$ cat config.mk
export PLATFORM = sky130hd
export DESIGN_NAME = flash_translation_wear_leveler
export DESIGN_NICKNAME = d
export VERILOG_FILES = /design/src/hw/rtl/ftwl_pkg.sv /design/src/hw/rtl/flash_translation_wear_leveler.sv /design/src/hw/rtl/ftwl_seq.sv
export SDC_FILE = /design/constraint.sdc
export NUM_CORES = 1
export LEC_CHECK = 0
export BUFFER_PORTS_ARGS = -buffer_cell sky130_fd_sc_hd__clkbuf_2
export CAP_MARGIN = 20
export CORE_UTILIZATION = 40
export DETAILED_ROUTE_END_ITERATION = 10
export HOLD_SLACK_MARGIN = 0.12
export PLACE_DENSITY = 0.61
export SETUP_SLACK_MARGIN = 0.5
export SYNTH_ARGS = -nofsm -noshare
export SYNTH_HDL_FRONTEND = slang
export SYNTH_SLANG_ARGS = --single-unit
$ cat constraint.sdc
create_clock -name aclk -period 4.25 [get_ports aclk]
set_input_delay 0 -clock aclk [delete_from_list [all_inputs] [get_ports aclk]]
set_output_delay 0 -clock aclk [all_outputs]
set_load 0.02 [all_outputs]
$ cat src/hw/rtl/ftwl_pkg.sv
// ----------------------------------------------------------------------------
// ftwl_pkg
// Shared types, constants and the control store of the wear-levelling
// translation block.
// ----------------------------------------------------------------------------
package ftwl_pkg;

    localparam int NUM_BLOCKS_DEF  = 32;
    localparam int COUNT_WIDTH_DEF = 16;

    localparam int THR_W     = 16;
    localparam int LB_W      = 5;
    localparam int PHYS_W    = 5;
    localparam int OP_W      = 3;
    localparam int UPC_W     = 5;
    localparam int S_TDATA_W = 8;
    localparam int M_TDATA_W = 16;

    localparam logic [THR_W-1:0] THR_RESET = 16'd5;

    // order matters: the dispatch step jumps to its target plus the action
    typedef enum logic [1:0] {
        ACT_READ  = 2'd0,
        ACT_WRITE = 2'd1,
        ACT_ERASE = 2'd2,
        ACT_CLEAR = 2'd3
    } action_t;

    typedef enum logic [OP_W-1:0] {
        OP_NONE  = 3'd0,
        OP_READ  = 3'd1,
        OP_WRITE = 3'd2,
        OP_ZERO  = 3'd3,
        OP_COPY  = 3'd4
    } disk_op_t;

    typedef enum logic [3:0] {
        C_NEXT,
        C_JUMP,
        C_DISPATCH,
        C_END,
        C_MAP_MISS,
        C_LB_OUT,
        C_NOT_LAST,
        C_NOT_FOUND,
        C_BELOW_THR
    } cond_t;

    typedef enum logic [2:0] {
        E_NOP,
        E_NONE,
        E_UNMAP,
        E_READ,
        E_ZERO,
        E_COPY,
        E_WRITE
    } emit_t;

    typedef enum logic [1:0] {
        SCAN_NONE,
        SCAN_FREE,
        SCAN_USED,
        SCAN_MAP
    } scan_t;

    typedef enum logic [1:0] {
        P_HOLD,
        P_MAP,
        P_BEST
    } psrc_t;

    typedef struct packed {
        cond_t             cond;
        logic [UPC_W-1:0]  target;
        scan_t             scan;
        emit_t             emit;
        logic              last;
        psrc_t             ld_p;
        logic              ld_dest;
        logic              clr_scan;
        logic              unmap_lb;
        logic              cnt_inc;
        logic              free_set;
        logic              free_clr_dest;
        logic              remap;
        logic              commit;
        logic              clear_all;
    } ucw_t;

    typedef struct packed {
        logic map_miss;
        logic lb_out;
        logic not_last;
        logic not_found;
        logic below_thr;
    } seq_stat_t;

    // step addresses
    localparam logic [UPC_W-1:0] ST_LOOKUP   = 5'd0;
    localparam logic [UPC_W-1:0] ST_DISPATCH = 5'd1;
    localparam logic [UPC_W-1:0] ST_J_READ   = 5'd2;
    localparam logic [UPC_W-1:0] ST_J_WRITE  = 5'd3;
    localparam logic [UPC_W-1:0] ST_J_ERASE  = 5'd4;
    localparam logic [UPC_W-1:0] ST_CLEAR    = 5'd5;
    localparam logic [UPC_W-1:0] ST_RD       = 5'd6;
    localparam logic [UPC_W-1:0] ST_RD_HIT   = 5'd7;
    localparam logic [UPC_W-1:0] ST_RD_MISS  = 5'd8;
    localparam logic [UPC_W-1:0] ST_WR       = 5'd9;
    localparam logic [UPC_W-1:0] ST_WR_OLD   = 5'd10;
    localparam logic [UPC_W-1:0] ST_WR_ERASE = 5'd11;
    localparam logic [UPC_W-1:0] ST_SF_INIT  = 5'd12;
    localparam logic [UPC_W-1:0] ST_SF_LOOP  = 5'd13;
    localparam logic [UPC_W-1:0] ST_SF_DRAIN = 5'd14;
    localparam logic [UPC_W-1:0] ST_SF_CHK   = 5'd15;
    localparam logic [UPC_W-1:0] ST_THR      = 5'd16;
    localparam logic [UPC_W-1:0] ST_SU_INIT  = 5'd17;
    localparam logic [UPC_W-1:0] ST_SU_LOOP  = 5'd18;
    localparam logic [UPC_W-1:0] ST_SU_DRAIN = 5'd19;
    localparam logic [UPC_W-1:0] ST_SU_CHK   = 5'd20;
    localparam logic [UPC_W-1:0] ST_COPY     = 5'd21;
    localparam logic [UPC_W-1:0] ST_MS_INIT  = 5'd22;
    localparam logic [UPC_W-1:0] ST_MS_LOOP  = 5'd23;
    localparam logic [UPC_W-1:0] ST_MS_DRAIN = 5'd24;
    localparam logic [UPC_W-1:0] ST_REMAP    = 5'd25;
    localparam logic [UPC_W-1:0] ST_MIG_ZERO = 5'd26;
    localparam logic [UPC_W-1:0] ST_WRITE    = 5'd27;
    localparam logic [UPC_W-1:0] ST_NONE_OK  = 5'd28;
    localparam logic [UPC_W-1:0] ST_ER       = 5'd29;
    localparam logic [UPC_W-1:0] ST_ER_HIT   = 5'd30;

    function automatic ucw_t ucode_rom(input logic [UPC_W-1:0] addr);
        ucw_t w;
        w = '0;
        unique case (addr)
            ST_LOOKUP: begin
                w.cond = C_NEXT;
            end
            ST_DISPATCH: begin
                w.ld_p   = P_MAP;
                w.cond   = C_DISPATCH;
                w.target = ST_J_READ;
            end
            ST_J_READ: begin
                w.cond   = C_JUMP;
                w.target = ST_RD;
            end
            ST_J_WRITE: begin
                w.cond   = C_JUMP;
                w.target = ST_WR;
            end
            ST_J_ERASE: begin
                w.cond   = C_JUMP;
                w.target = ST_ER;
            end
            ST_CLEAR: begin
                w.emit      = E_NONE;
                w.last      = 1'b1;
                w.clear_all = 1'b1;
                w.cond      = C_END;
            end
            ST_RD: begin
                w.cond   = C_MAP_MISS;
                w.target = ST_RD_MISS;
            end
            ST_RD_HIT: begin
                w.emit = E_READ;
                w.last = 1'b1;
                w.cond = C_END;
            end
            ST_RD_MISS: begin
                w.emit = E_UNMAP;
                w.last = 1'b1;
                w.cond = C_END;
            end
            ST_WR: begin
                w.cond   = C_LB_OUT;
                w.target = ST_NONE_OK;
            end
            ST_WR_OLD: begin
                w.cond   = C_MAP_MISS;
                w.target = ST_SF_INIT;
            end
            ST_WR_ERASE: begin
                w.emit     = E_ZERO;
                w.unmap_lb = 1'b1;
                w.cnt_inc  = 1'b1;
                w.free_set = 1'b1;
                w.cond     = C_NEXT;
            end
            ST_SF_INIT: begin
                w.clr_scan = 1'b1;
                w.cond     = C_NEXT;
            end
            ST_SF_LOOP: begin
                w.scan   = SCAN_FREE;
                w.cond   = C_NOT_LAST;
                w.target = ST_SF_LOOP;
            end
            ST_SF_DRAIN: begin
                w.cond = C_NEXT;
            end
            ST_SF_CHK: begin
                w.ld_dest = 1'b1;
                w.ld_p    = P_BEST;
                w.cond    = C_NOT_FOUND;
                w.target  = ST_NONE_OK;
            end
            ST_THR: begin
                w.cond   = C_BELOW_THR;
                w.target = ST_WRITE;
            end
            ST_SU_INIT: begin
                w.clr_scan = 1'b1;
                w.cond     = C_NEXT;
            end
            ST_SU_LOOP: begin
                w.scan   = SCAN_USED;
                w.cond   = C_NOT_LAST;
                w.target = ST_SU_LOOP;
            end
            ST_SU_DRAIN: begin
                w.cond = C_NEXT;
            end
            ST_SU_CHK: begin
                w.cond   = C_NOT_FOUND;
                w.target = ST_WRITE;
            end
            ST_COPY: begin
                w.emit          = E_COPY;
                w.ld_p          = P_BEST;
                w.free_clr_dest = 1'b1;
                w.cond          = C_NEXT;
            end
            ST_MS_INIT: begin
                w.clr_scan = 1'b1;
                w.cond     = C_NEXT;
            end
            ST_MS_LOOP: begin
                w.scan   = SCAN_MAP;
                w.cond   = C_NOT_LAST;
                w.target = ST_MS_LOOP;
            end
            ST_MS_DRAIN: begin
                w.cond = C_NEXT;
            end
            ST_REMAP: begin
                w.remap = 1'b1;
                w.cond  = C_NEXT;
            end
            ST_MIG_ZERO: begin
                w.emit     = E_ZERO;
                w.cnt_inc  = 1'b1;
                w.free_set = 1'b1;
                w.cond     = C_NEXT;
            end
            ST_WRITE: begin
                w.emit   = E_WRITE;
                w.last   = 1'b1;
                w.commit = 1'b1;
                w.cond   = C_END;
            end
            ST_NONE_OK: begin
                w.emit = E_NONE;
                w.last = 1'b1;
                w.cond = C_END;
            end
            ST_ER: begin
                w.cond   = C_MAP_MISS;
                w.target = ST_NONE_OK;
            end
            ST_ER_HIT: begin
                w.emit     = E_ZERO;
                w.last     = 1'b1;
                w.unmap_lb = 1'b1;
                w.cnt_inc  = 1'b1;
                w.free_set = 1'b1;
                w.cond     = C_END;
            end
            default: begin
                w.cond = C_END;
            end
        endcase
        return w;
    endfunction

endpackage

$ cat src/hw/rtl/flash_translation_wear_leveler.sv
// ----------------------------------------------------------------------------
// flash_translation_wear_leveler
// Logical-to-physical block map with erase counting and wear levelling;
// turns read, write, erase and clear requests into physical disk commands.
// ----------------------------------------------------------------------------
//  channel  | ports                          | payload
//  ---------+--------------------------------+---------------------------------
//  request  | s_axis_tvalid/tready/tdata/tuser | tdata: logical_block; tuser: action
//  result   | m_axis_tvalid/tready/tdata/tuser/tlast | tdata: disk_op, phys_block,
//           |                                |   copy_dest; tuser: status
//  config   | cfg_valid/cfg_ready/cfg_data   | wear_threshold
//
//  a write sweeps the count memory for a free block, and with a migration the
//  count memory again and then the map memory, each through one read port,
//  one entry a cycle.
//  aresetn (synchronous) empties the map, zeroes the counts and frees all
//  blocks at once through per-entry valid bits; no clearing pass.
//  a result waiting on m_axis_tready holds the sequencer only when the next
//  result is due; a new request is taken once the last result is registered.
// ----------------------------------------------------------------------------
module flash_translation_wear_leveler #(
    parameter int NUM_BLOCKS  = ftwl_pkg::NUM_BLOCKS_DEF,
    parameter int COUNT_WIDTH = ftwl_pkg::COUNT_WIDTH_DEF
) (
    input  logic                            aclk,
    input  logic                            aresetn,
    input  logic                            s_axis_tvalid,
    output logic                            s_axis_tready,
    input  logic [ftwl_pkg::S_TDATA_W-1:0]  s_axis_tdata,  // logical_block[4:0], zero pad
    input  logic [1:0]                      s_axis_tuser,  // action[1:0]
    output logic                            m_axis_tvalid,
    input  logic                            m_axis_tready,
    output logic [ftwl_pkg::M_TDATA_W-1:0]  m_axis_tdata,  // disk_op[2:0], phys_block[7:3],
                                                           // copy_dest[12:8], zero pad
    output logic [0:0]                      m_axis_tuser,  // status[0]
    output logic                            m_axis_tlast,
    input  logic                            cfg_valid,
    output logic                            cfg_ready,
    input  logic [ftwl_pkg::THR_W-1:0]      cfg_data
);
    import ftwl_pkg::*;

    localparam int IDX_W = (NUM_BLOCKS > 1) ? $clog2(NUM_BLOCKS) : 1;
    localparam int CMP_W = (COUNT_WIDTH > THR_W) ? COUNT_WIDTH : THR_W;
    localparam logic [IDX_W-1:0] IDX_LAST = IDX_W'(NUM_BLOCKS - 1);

    // sequencer
    ucw_t      cw;
    seq_stat_t stat;
    logic      busy, stall, adv, start;

    // request and threshold
    logic [LB_W-1:0]  lb_reg;
    action_t          act_reg;
    logic [THR_W-1:0] thr_reg;
    logic [IDX_W-1:0] lb_idx;
    logic             lb_out;

    // tables
    logic [COUNT_WIDTH-1:0] cnt_mem [NUM_BLOCKS];
    logic [IDX_W-1:0]       map_mem [NUM_BLOCKS];
    logic [NUM_BLOCKS-1:0]  cvalid_reg, cvalid_next;
    logic [NUM_BLOCKS-1:0]  mvalid_reg, mvalid_next;
    logic [NUM_BLOCKS-1:0]  free_reg, free_next;
    logic [COUNT_WIDTH-1:0] cnt_rd_reg;
    logic                   cvalid_rd_reg;
    logic [IDX_W-1:0]       map_rd_reg;
    logic                   mvalid_rd_reg;
    logic [IDX_W-1:0]       cnt_ra, map_ra, map_wa;
    logic                   cnt_we, map_we;
    logic [IDX_W-1:0]       map_wd;
    logic [COUNT_WIDTH-1:0] cnt_eff, cnt_inc_val;

    // datapath registers
    logic [IDX_W-1:0]       p_reg, p_next;
    logic [IDX_W-1:0]       dest_reg, dest_next;
    logic [IDX_W-1:0]       idx_reg, idx_next;
    logic [IDX_W-1:0]       best_reg, best_next;
    logic [COUNT_WIDTH-1:0] best_cnt_reg, best_cnt_next;
    logic                   found_reg, found_next;
    scan_t                  cmp_mode_reg, cmp_mode_next;
    logic [IDX_W-1:0]       cmp_idx_reg;
    logic                   scanning;

    // result register
    logic                   m_valid_reg, m_valid_next;
    disk_op_t               m_op_reg, m_op_next;
    logic [PHYS_W-1:0]      m_phys_reg, m_phys_next;
    logic [PHYS_W-1:0]      m_dest_reg, m_dest_next;
    logic                   m_status_reg, m_status_next;
    logic                   m_last_reg;
    logic                   out_load;

    ftwl_seq u_seq (
        .aclk    (aclk),
        .aresetn (aresetn),
        .start   (start),
        .act     (act_reg),
        .stat    (stat),
        .stall   (stall),
        .busy    (busy),
        .cw      (cw)
    );

    assign s_axis_tready = !busy;
    assign start         = s_axis_tvalid && !busy;
    assign cfg_ready     = 1'b1;

    assign stall    = busy && (cw.emit != E_NOP) && m_valid_reg && !m_axis_tready;
    assign adv      = busy && !stall;
    assign out_load = adv && (cw.emit != E_NOP);
    assign scanning = (cw.scan != SCAN_NONE);

    assign lb_idx = IDX_W'(lb_reg);
    assign lb_out = (32'(lb_reg) >= 32'(NUM_BLOCKS));

    assign cnt_ra = scanning ? idx_reg : p_reg;
    assign map_ra = scanning ? idx_reg : lb_idx;

    assign cnt_eff     = cvalid_rd_reg ? cnt_rd_reg : '0;
    // saturating erase count
    assign cnt_inc_val = (cnt_eff == '1) ? cnt_eff : cnt_eff + COUNT_WIDTH'(1);
    assign cnt_we      = adv && cw.cnt_inc;

    assign map_we = adv && (cw.commit || (cw.remap && found_reg));
    assign map_wa = cw.remap ? best_reg : lb_idx;
    assign map_wd = cw.remap ? dest_reg : p_reg;

    always_comb begin
        stat.map_miss  = lb_out || !mvalid_rd_reg;
        stat.lb_out    = lb_out;
        stat.not_last  = (idx_reg != IDX_LAST);
        stat.not_found = !found_reg;
        stat.below_thr = (CMP_W'(best_cnt_reg) < CMP_W'(thr_reg));
    end

    // tables: memories with registered reads
    always_ff @(posedge aclk) begin
        if (cnt_we) begin
            cnt_mem[p_reg] <= cnt_inc_val;
        end
        cnt_rd_reg <= cnt_mem[cnt_ra];
    end

    always_ff @(posedge aclk) begin
        if (map_we) begin
            map_mem[map_wa] <= map_wd;
        end
        map_rd_reg <= map_mem[map_ra];
    end

    always_comb begin
        cvalid_next = cvalid_reg;
        mvalid_next = mvalid_reg;
        free_next   = free_reg;
        if (adv) begin
            if (cw.clear_all) begin
                cvalid_next = '0;
                mvalid_next = '0;
                free_next   = '1;
            end
            if (cw.cnt_inc) begin
                cvalid_next[p_reg] = 1'b1;
            end
            if (cw.unmap_lb) begin
                mvalid_next[lb_idx] = 1'b0;
            end
            if (cw.free_set) begin
                free_next[p_reg] = 1'b1;
            end
            if (cw.free_clr_dest) begin
                free_next[dest_reg] = 1'b0;
            end
            if (cw.commit) begin
                free_next[p_reg]    = 1'b0;
                mvalid_next[lb_idx] = 1'b1;
            end
        end
    end

    // scan compare stage, working on the element read in the previous cycle
    always_comb begin
        idx_next      = idx_reg;
        best_next     = best_reg;
        best_cnt_next = best_cnt_reg;
        found_next    = found_reg;
        cmp_mode_next = SCAN_NONE;
        if (adv && cw.clr_scan) begin
            idx_next   = '0;
            found_next = 1'b0;
        end else begin
            if (adv && scanning) begin
                idx_next      = idx_reg + 1'b1;
                cmp_mode_next = cw.scan;
            end
            case (cmp_mode_reg)
                SCAN_FREE, SCAN_USED: begin
                    if ((free_reg[cmp_idx_reg] == (cmp_mode_reg == SCAN_FREE)) &&
                        (!found_reg || (cnt_eff < best_cnt_reg))) begin
                        best_next     = cmp_idx_reg;
                        best_cnt_next = cnt_eff;
                        found_next    = 1'b1;
                    end
                end
                SCAN_MAP: begin
                    // first logical entry pointing at the migration source
                    if (!found_reg && mvalid_rd_reg && (map_rd_reg == p_reg)) begin
                        best_next  = cmp_idx_reg;
                        found_next = 1'b1;
                    end
                end
                default: ;
            endcase
        end
    end

    always_comb begin
        p_next    = p_reg;
        dest_next = dest_reg;
        if (adv) begin
            case (cw.ld_p)
                P_MAP:   p_next = map_rd_reg;
                P_BEST:  p_next = best_reg;
                default: ;
            endcase
            if (cw.ld_dest) begin
                dest_next = best_reg;
            end
        end
    end

    always_comb begin
        m_op_next     = OP_NONE;
        m_phys_next   = '0;
        m_dest_next   = '0;
        m_status_next = 1'b0;
        unique case (cw.emit)
            E_UNMAP: m_status_next = 1'b1;
            E_READ: begin
                m_op_next   = OP_READ;
                m_phys_next = PHYS_W'(p_reg);
            end
            E_ZERO: begin
                m_op_next   = OP_ZERO;
                m_phys_next = PHYS_W'(p_reg);
            end
            E_COPY: begin
                m_op_next   = OP_COPY;
                m_phys_next = PHYS_W'(best_reg);
                m_dest_next = PHYS_W'(dest_reg);
            end
            E_WRITE: begin
                m_op_next   = OP_WRITE;
                m_phys_next = PHYS_W'(p_reg);
            end
            default: ;
        endcase
    end

    always_comb begin
        m_valid_next = m_valid_reg;
        if (out_load) begin
            m_valid_next = 1'b1;
        end else if (m_axis_tready) begin
            m_valid_next = 1'b0;
        end
    end

    always_ff @(posedge aclk) begin
        if (!aresetn) begin
            thr_reg      <= THR_RESET;
            cvalid_reg   <= '0;
            mvalid_reg   <= '0;
            free_reg     <= '1;
            found_reg    <= 1'b0;
            cmp_mode_reg <= SCAN_NONE;
            m_valid_reg  <= 1'b0;
        end else begin
            if (cfg_valid) begin
                thr_reg <= cfg_data;
            end
            cvalid_reg   <= cvalid_next;
            mvalid_reg   <= mvalid_next;
            free_reg     <= free_next;
            found_reg    <= found_next;
            cmp_mode_reg <= cmp_mode_next;
            m_valid_reg  <= m_valid_next;
        end
    end

    always_ff @(posedge aclk) begin
        if (start) begin
            lb_reg  <= s_axis_tdata[LB_W-1:0];
            act_reg <= action_t'(s_axis_tuser);
        end
        cvalid_rd_reg <= cvalid_reg[cnt_ra];
        mvalid_rd_reg <= mvalid_reg[map_ra];
        idx_reg       <= idx_next;
        cmp_idx_reg   <= idx_reg;
        best_reg      <= best_next;
        best_cnt_reg  <= best_cnt_next;
        p_reg         <= p_next;
        dest_reg      <= dest_next;
        if (out_load) begin
            m_op_reg     <= m_op_next;
            m_phys_reg   <= m_phys_next;
            m_dest_reg   <= m_dest_next;
            m_status_reg <= m_status_next;
            m_last_reg   <= cw.last;
        end
    end

    assign m_axis_tvalid = m_valid_reg;
    assign m_axis_tdata  = {3'b000, m_dest_reg, m_phys_reg, m_op_reg};
    assign m_axis_tuser  = m_status_reg;
    assign m_axis_tlast  = m_last_reg;

`ifndef NO_ASSERTIONS
    // an accepted request makes the block busy, so s_axis_tready drops after the accept
    a_busy_after_accept: assert property (@(posedge aclk) disable iff (!aresetn)
        s_axis_tvalid && s_axis_tready |=> !s_axis_tready)
        else $error("request taken while previous one still in work");

    // unmapped status only ever comes with no disk command
    a_status_no_op: assert property (@(posedge aclk) disable iff (!aresetn)
        m_axis_tvalid && m_axis_tuser[0] |-> (m_axis_tdata[2:0] == OP_NONE))
        else $error("unmapped status with a disk command");

    // copy destination is zero except on a copy
    a_dest_only_copy: assert property (@(posedge aclk) disable iff (!aresetn)
        m_axis_tvalid && (m_axis_tdata[2:0] != OP_COPY) |-> (m_axis_tdata[12:8] == '0))
        else $error("copy destination set on a non-copy command");

    // every scan has drained its compare stage before the next request
    a_idle_no_compare: assert property (@(posedge aclk) disable iff (!aresetn)
        !busy |-> (cmp_mode_reg == SCAN_NONE))
        else $error("compare stage active while idle");
`endif

endmodule

$ cat src/hw/rtl/ftwl_seq.sv
// ----------------------------------------------------------------------------
// ftwl_seq
// Step counter and control store: one control word per step, with
// conditional jumps, a dispatch on the request action and a stall hold.
// ----------------------------------------------------------------------------
module ftwl_seq (
    input  logic                aclk,
    input  logic                aresetn,
    input  logic                start,
    input  ftwl_pkg::action_t   act,
    input  ftwl_pkg::seq_stat_t stat,
    input  logic                stall,
    output logic                busy,
    output ftwl_pkg::ucw_t      cw
);
    import ftwl_pkg::*;

    logic [UPC_W-1:0] upc_reg, upc_next;
    logic             busy_reg, busy_next;
    logic             taken;

    assign cw   = ucode_rom(upc_reg);
    assign busy = busy_reg;

    always_comb begin
        unique case (cw.cond)
            C_MAP_MISS:  taken = stat.map_miss;
            C_LB_OUT:    taken = stat.lb_out;
            C_NOT_LAST:  taken = stat.not_last;
            C_NOT_FOUND: taken = stat.not_found;
            C_BELOW_THR: taken = stat.below_thr;
            C_JUMP:      taken = 1'b1;
            default:     taken = 1'b0;
        endcase
    end

    always_comb begin
        upc_next  = upc_reg;
        busy_next = busy_reg;
        if (!busy_reg) begin
            if (start) begin
                upc_next  = ST_LOOKUP;
                busy_next = 1'b1;
            end
        end else if (!stall) begin
            unique case (cw.cond)
                C_END:      busy_next = 1'b0;
                C_DISPATCH: upc_next  = cw.target + UPC_W'(act);
                default:    upc_next  = taken ? cw.target : upc_reg + 1'b1;
            endcase
        end
    end

    always_ff @(posedge aclk) begin
        if (!aresetn) begin
            upc_reg  <= ST_LOOKUP;
            busy_reg <= 1'b0;
        end else begin
            upc_reg  <= upc_next;
            busy_reg <= busy_next;
        end
    end

endmodule

==> impl_metrics.toml <==
[run_status]
status = "finished clean"

[grt]
grt_use_met2_pct = 34.3
grt_pass1_wl_microns = 144000
grt_util_all_layers_pct = 20.3
grt_overflow = 0
grt_use_met3_pct = 3.38
grt_util_met1_pct = 26.6
antenna_found_initial = 0
grt_max_degree = 77
first_global_vias = 23300
busiest_layer = "met2"

[power]
totalPowerFinal_mw = 21.0
p_leak_nw = 14.5
ir_worst_vdd_mv = 0.281
pwr_density_cell_mw_per_mm2 = 483

[routing]
via_count = 23200
wl_microns = 96200
dr.pass1.iters = 7
wl_per_cell_microns = 23.8
ant_nets = 0
route.detailed.drc = 0
drt_iter0_drc = 2667
viasPerCell = 5.75

[worst_setup_path]
cp-start-kind = "flip-flop"
required_ns = 4.80
reg2reg_from = "u_seq.upc_reg[0]"
r2r-end = "cvalid_rd_reg"
critPathArrivalTime_ns = 4.12
crit_chain = "ha_1 -> nand4b_1 -> o21a_4 -> mux2i_4 -> buf_12 -> buf_12 -> buf_12 -> mux4_2 -> o22ai_1 -> nor4_1"
crit_family = "multiplexers"
cp_num_buf_inv = 3
critPathKind = "flip-flop to flip-flop"
r2r_setup_slack_ns = 0.68
critPathMaxFanout = 26
cp_slowest_cell = "mux4_2"
r2r_cells = 10
end_kind = "flip-flop"
max_stage_delay_ns = 0.54
crit_top_cell = "buf_12"

[timing]
max_freq_mhz = 280
finalClockSkew_ns = 0.0703
period_share_pct = 84.0
setup_viol_count_final = 0
finalHoldViolations = 0
relSlewSlack_pct = 28.4
tightest_slew_ns = 1.07
slew_violations = 0
rsz0062_at_grt = "false"
hold_ws_ns = 0.278
fin_crit_ns = 3.57
tns_ns = 0

[finish]
fillers = 7786
layout_common_cells = "725 x edfxtp_1, 171 x nand2_1, 164 x mux4_2"
largest_reg_flops = 512
stdcell_area_sq_mm = 0.0434
antenna_cells = 0
drive_gt1_share_pct = 18.9
layout_commonest_cell = "edfxtp_1"
top_regs = "cnt_mem x512, map_mem x160"
area_growth_pct = 16.4
fin_nets = 2798
fin_cells = 4041
largest_register = "cnt_mem"

[placed_design]
place_hpwl_microns = 60200
placed_cells = 3790
portBuffers = 44
place_congestion = 0.879
dpl-instance-area_sq_mm = 0.0396

[synthesis]
synth-edff-count = 725
synth-seq-cells = 880
syn-cell-area_sq_mm = 0.0373
yosys_most_used_dff = "edfxtp_1"
yosys_warnings = 0
syn_avg_cell_area_sq_um = 14.7
async_flop_share_pct = 0
seq_area_frac_synth_pct = 66.7
yosysUniqueCellTypes = 83
syn-instance-count = 2537

[die]
core_sq_mm = 0.0921
chipWidth_microns = 307
dieArea_sq_mm = 0.0945
start_util_pct = 40.5
die_h_microns = 307
num_rows = 111
pin_count = 52

[hold_path]
holdPathEnd = "u_seq.busy"
holdPathStages = 5
hp-start = "s_axis_tvalid"
worstHoldPathType = "primary input to flip-flop"

[cts]
clk_latency_ns = 0.67
cts_root_buf = "clkbuf_16"
htree_levels = 3
cts_buffers = 91
cts_sinks = 880
cts_tree = "yes"
clk_pin_slew_ns = 0.06
cts_buffer_depth = 3

[flow_run]
drv_cap = 0
how the worst max path moves through the flow:
stage	from	slack, ns	cells past startpoint	endpoint
after global routing	u_seq.upc_reg[1]	0.53	11	cnt_rd_reg[2]
final	u_seq.upc_reg[0]	0.68	10	cvalid_rd_reg
after CTS	u_seq.upc_reg[0]	0.52	10	cnt_rd_reg[14]
after global placement	u_seq.upc_reg[0]	0.61	11	cnt_rd_reg[1]
after detailed placement	u_seq.upc_reg[0]	0.56	11	cvalid_rd_reg
after floorplan	cvalid_rd_reg	0.59	13	cnt_mem[0][11]
cell families (layout without fill, tap and decap cells):
| logic type | Yosys count | in the layout | share of synthesized area, % |
|---|---|---|---|
| compound gates | 499 | 499 | 8.52 |
| fa+ha+maj | 44 | 44 | 1.50 |
| flops | 880 | 880 | 66.7 |
| mux | 218 | 218 | 11.5 |
| buf+inv | 210 | 469 | 2.50 |
| xor+xnor | 22 | 22 | 0.517 |
| other cells | 2 | 4 | 0.0201 |
| simple gates | 662 | 662 | 8.80 |
through the flow:
| stage | util (%) | setup WS, ns |
|---|---|---|
| after floorplan | - | 0.595 |
| after global placement | 43.0 | 0.607 |
| after CTS | 47.1 | 0.518 |
| after detailed placement | 43.0 | 0.562 |
| final | 47.2 | 0.682 |
| after global routing | 47.2 | 0.526 |
per-layer routing:
layer	vias to the layer above	share of wire (%)
met5	-	0
met4	0	2.8
met3	179	6.8
met2	931	49
met1	11900	41
li1	10300	-
power by group:
group	leakage, nW	switching [mW]	internal [mW]	total, mW
Clock	1.45	3.40	4.59	7.98
Sequential	7.88	0.200	9.86	10.1
Combinational	5.14	1.84	1.08	2.92
Total	14.5	5.44	15.5	21.0
synthesized netlist by cell type, types with 32 or more instances:
library cell | count | share of area (%)
edfxtp_1 | 725 | 58
nand2_1 | 172 | 1.7
mux4_2 | 164 | 9.9
dfxtp_1 | 155 | 8.3
nor2_1 | 150 | 1.5
o21ai_0 | 103 | 1.4
clkbuf_1 | 87 | 0.88
a21oi_1 | 82 | 1.1
nand3_1 | 81 | 1.1
o22ai_1 | 71 | 1.2
nor2b_1 | 64 | 1.1
o21ai_1 | 57 | 0.76
and2_1 | 52 | 0.87
inv_1 | 51 | 0.51
ha_1 | 43 | 1.4
mux2i_1 | 40 | 1.1
buf_2 | 38 | 0.51
a221oi_1 | 34 | 0.80
a22oi_1 | 32 | 0.64
cell type report:
class	count	area [sq um]	area share (%)
Timing Repair Buffer	250	2130	4.90
Tap cell	1243	1560	3.58
Multi-Input combinational cell	1449	11700	26.9
Sequential cell	880	24900	57.3
Clock inverter	48	554	1.28
Inverter	51	191	0.441
Clock buffer	120	2450	5.63
worst min-delay path: cells and delay by family:
family | cells | cell delay (ns)
simple gates | 2 | 0.17
compound gates | 1 | 0.09
buf+inv | 2 | 0.64
what timing repair did:
| action | in CTS | in global routing |
|---|---|---|
| endpoints found under the setup margin | 0 | 311 |
| hold buffers | 78 | 0 |
| gates resized for setup | 0 | 7 |
| buffers inserted | 0 | 2 |
| endpoints found under the hold margin | 56 | 0 |
Power figures use the tool's default switching activity.
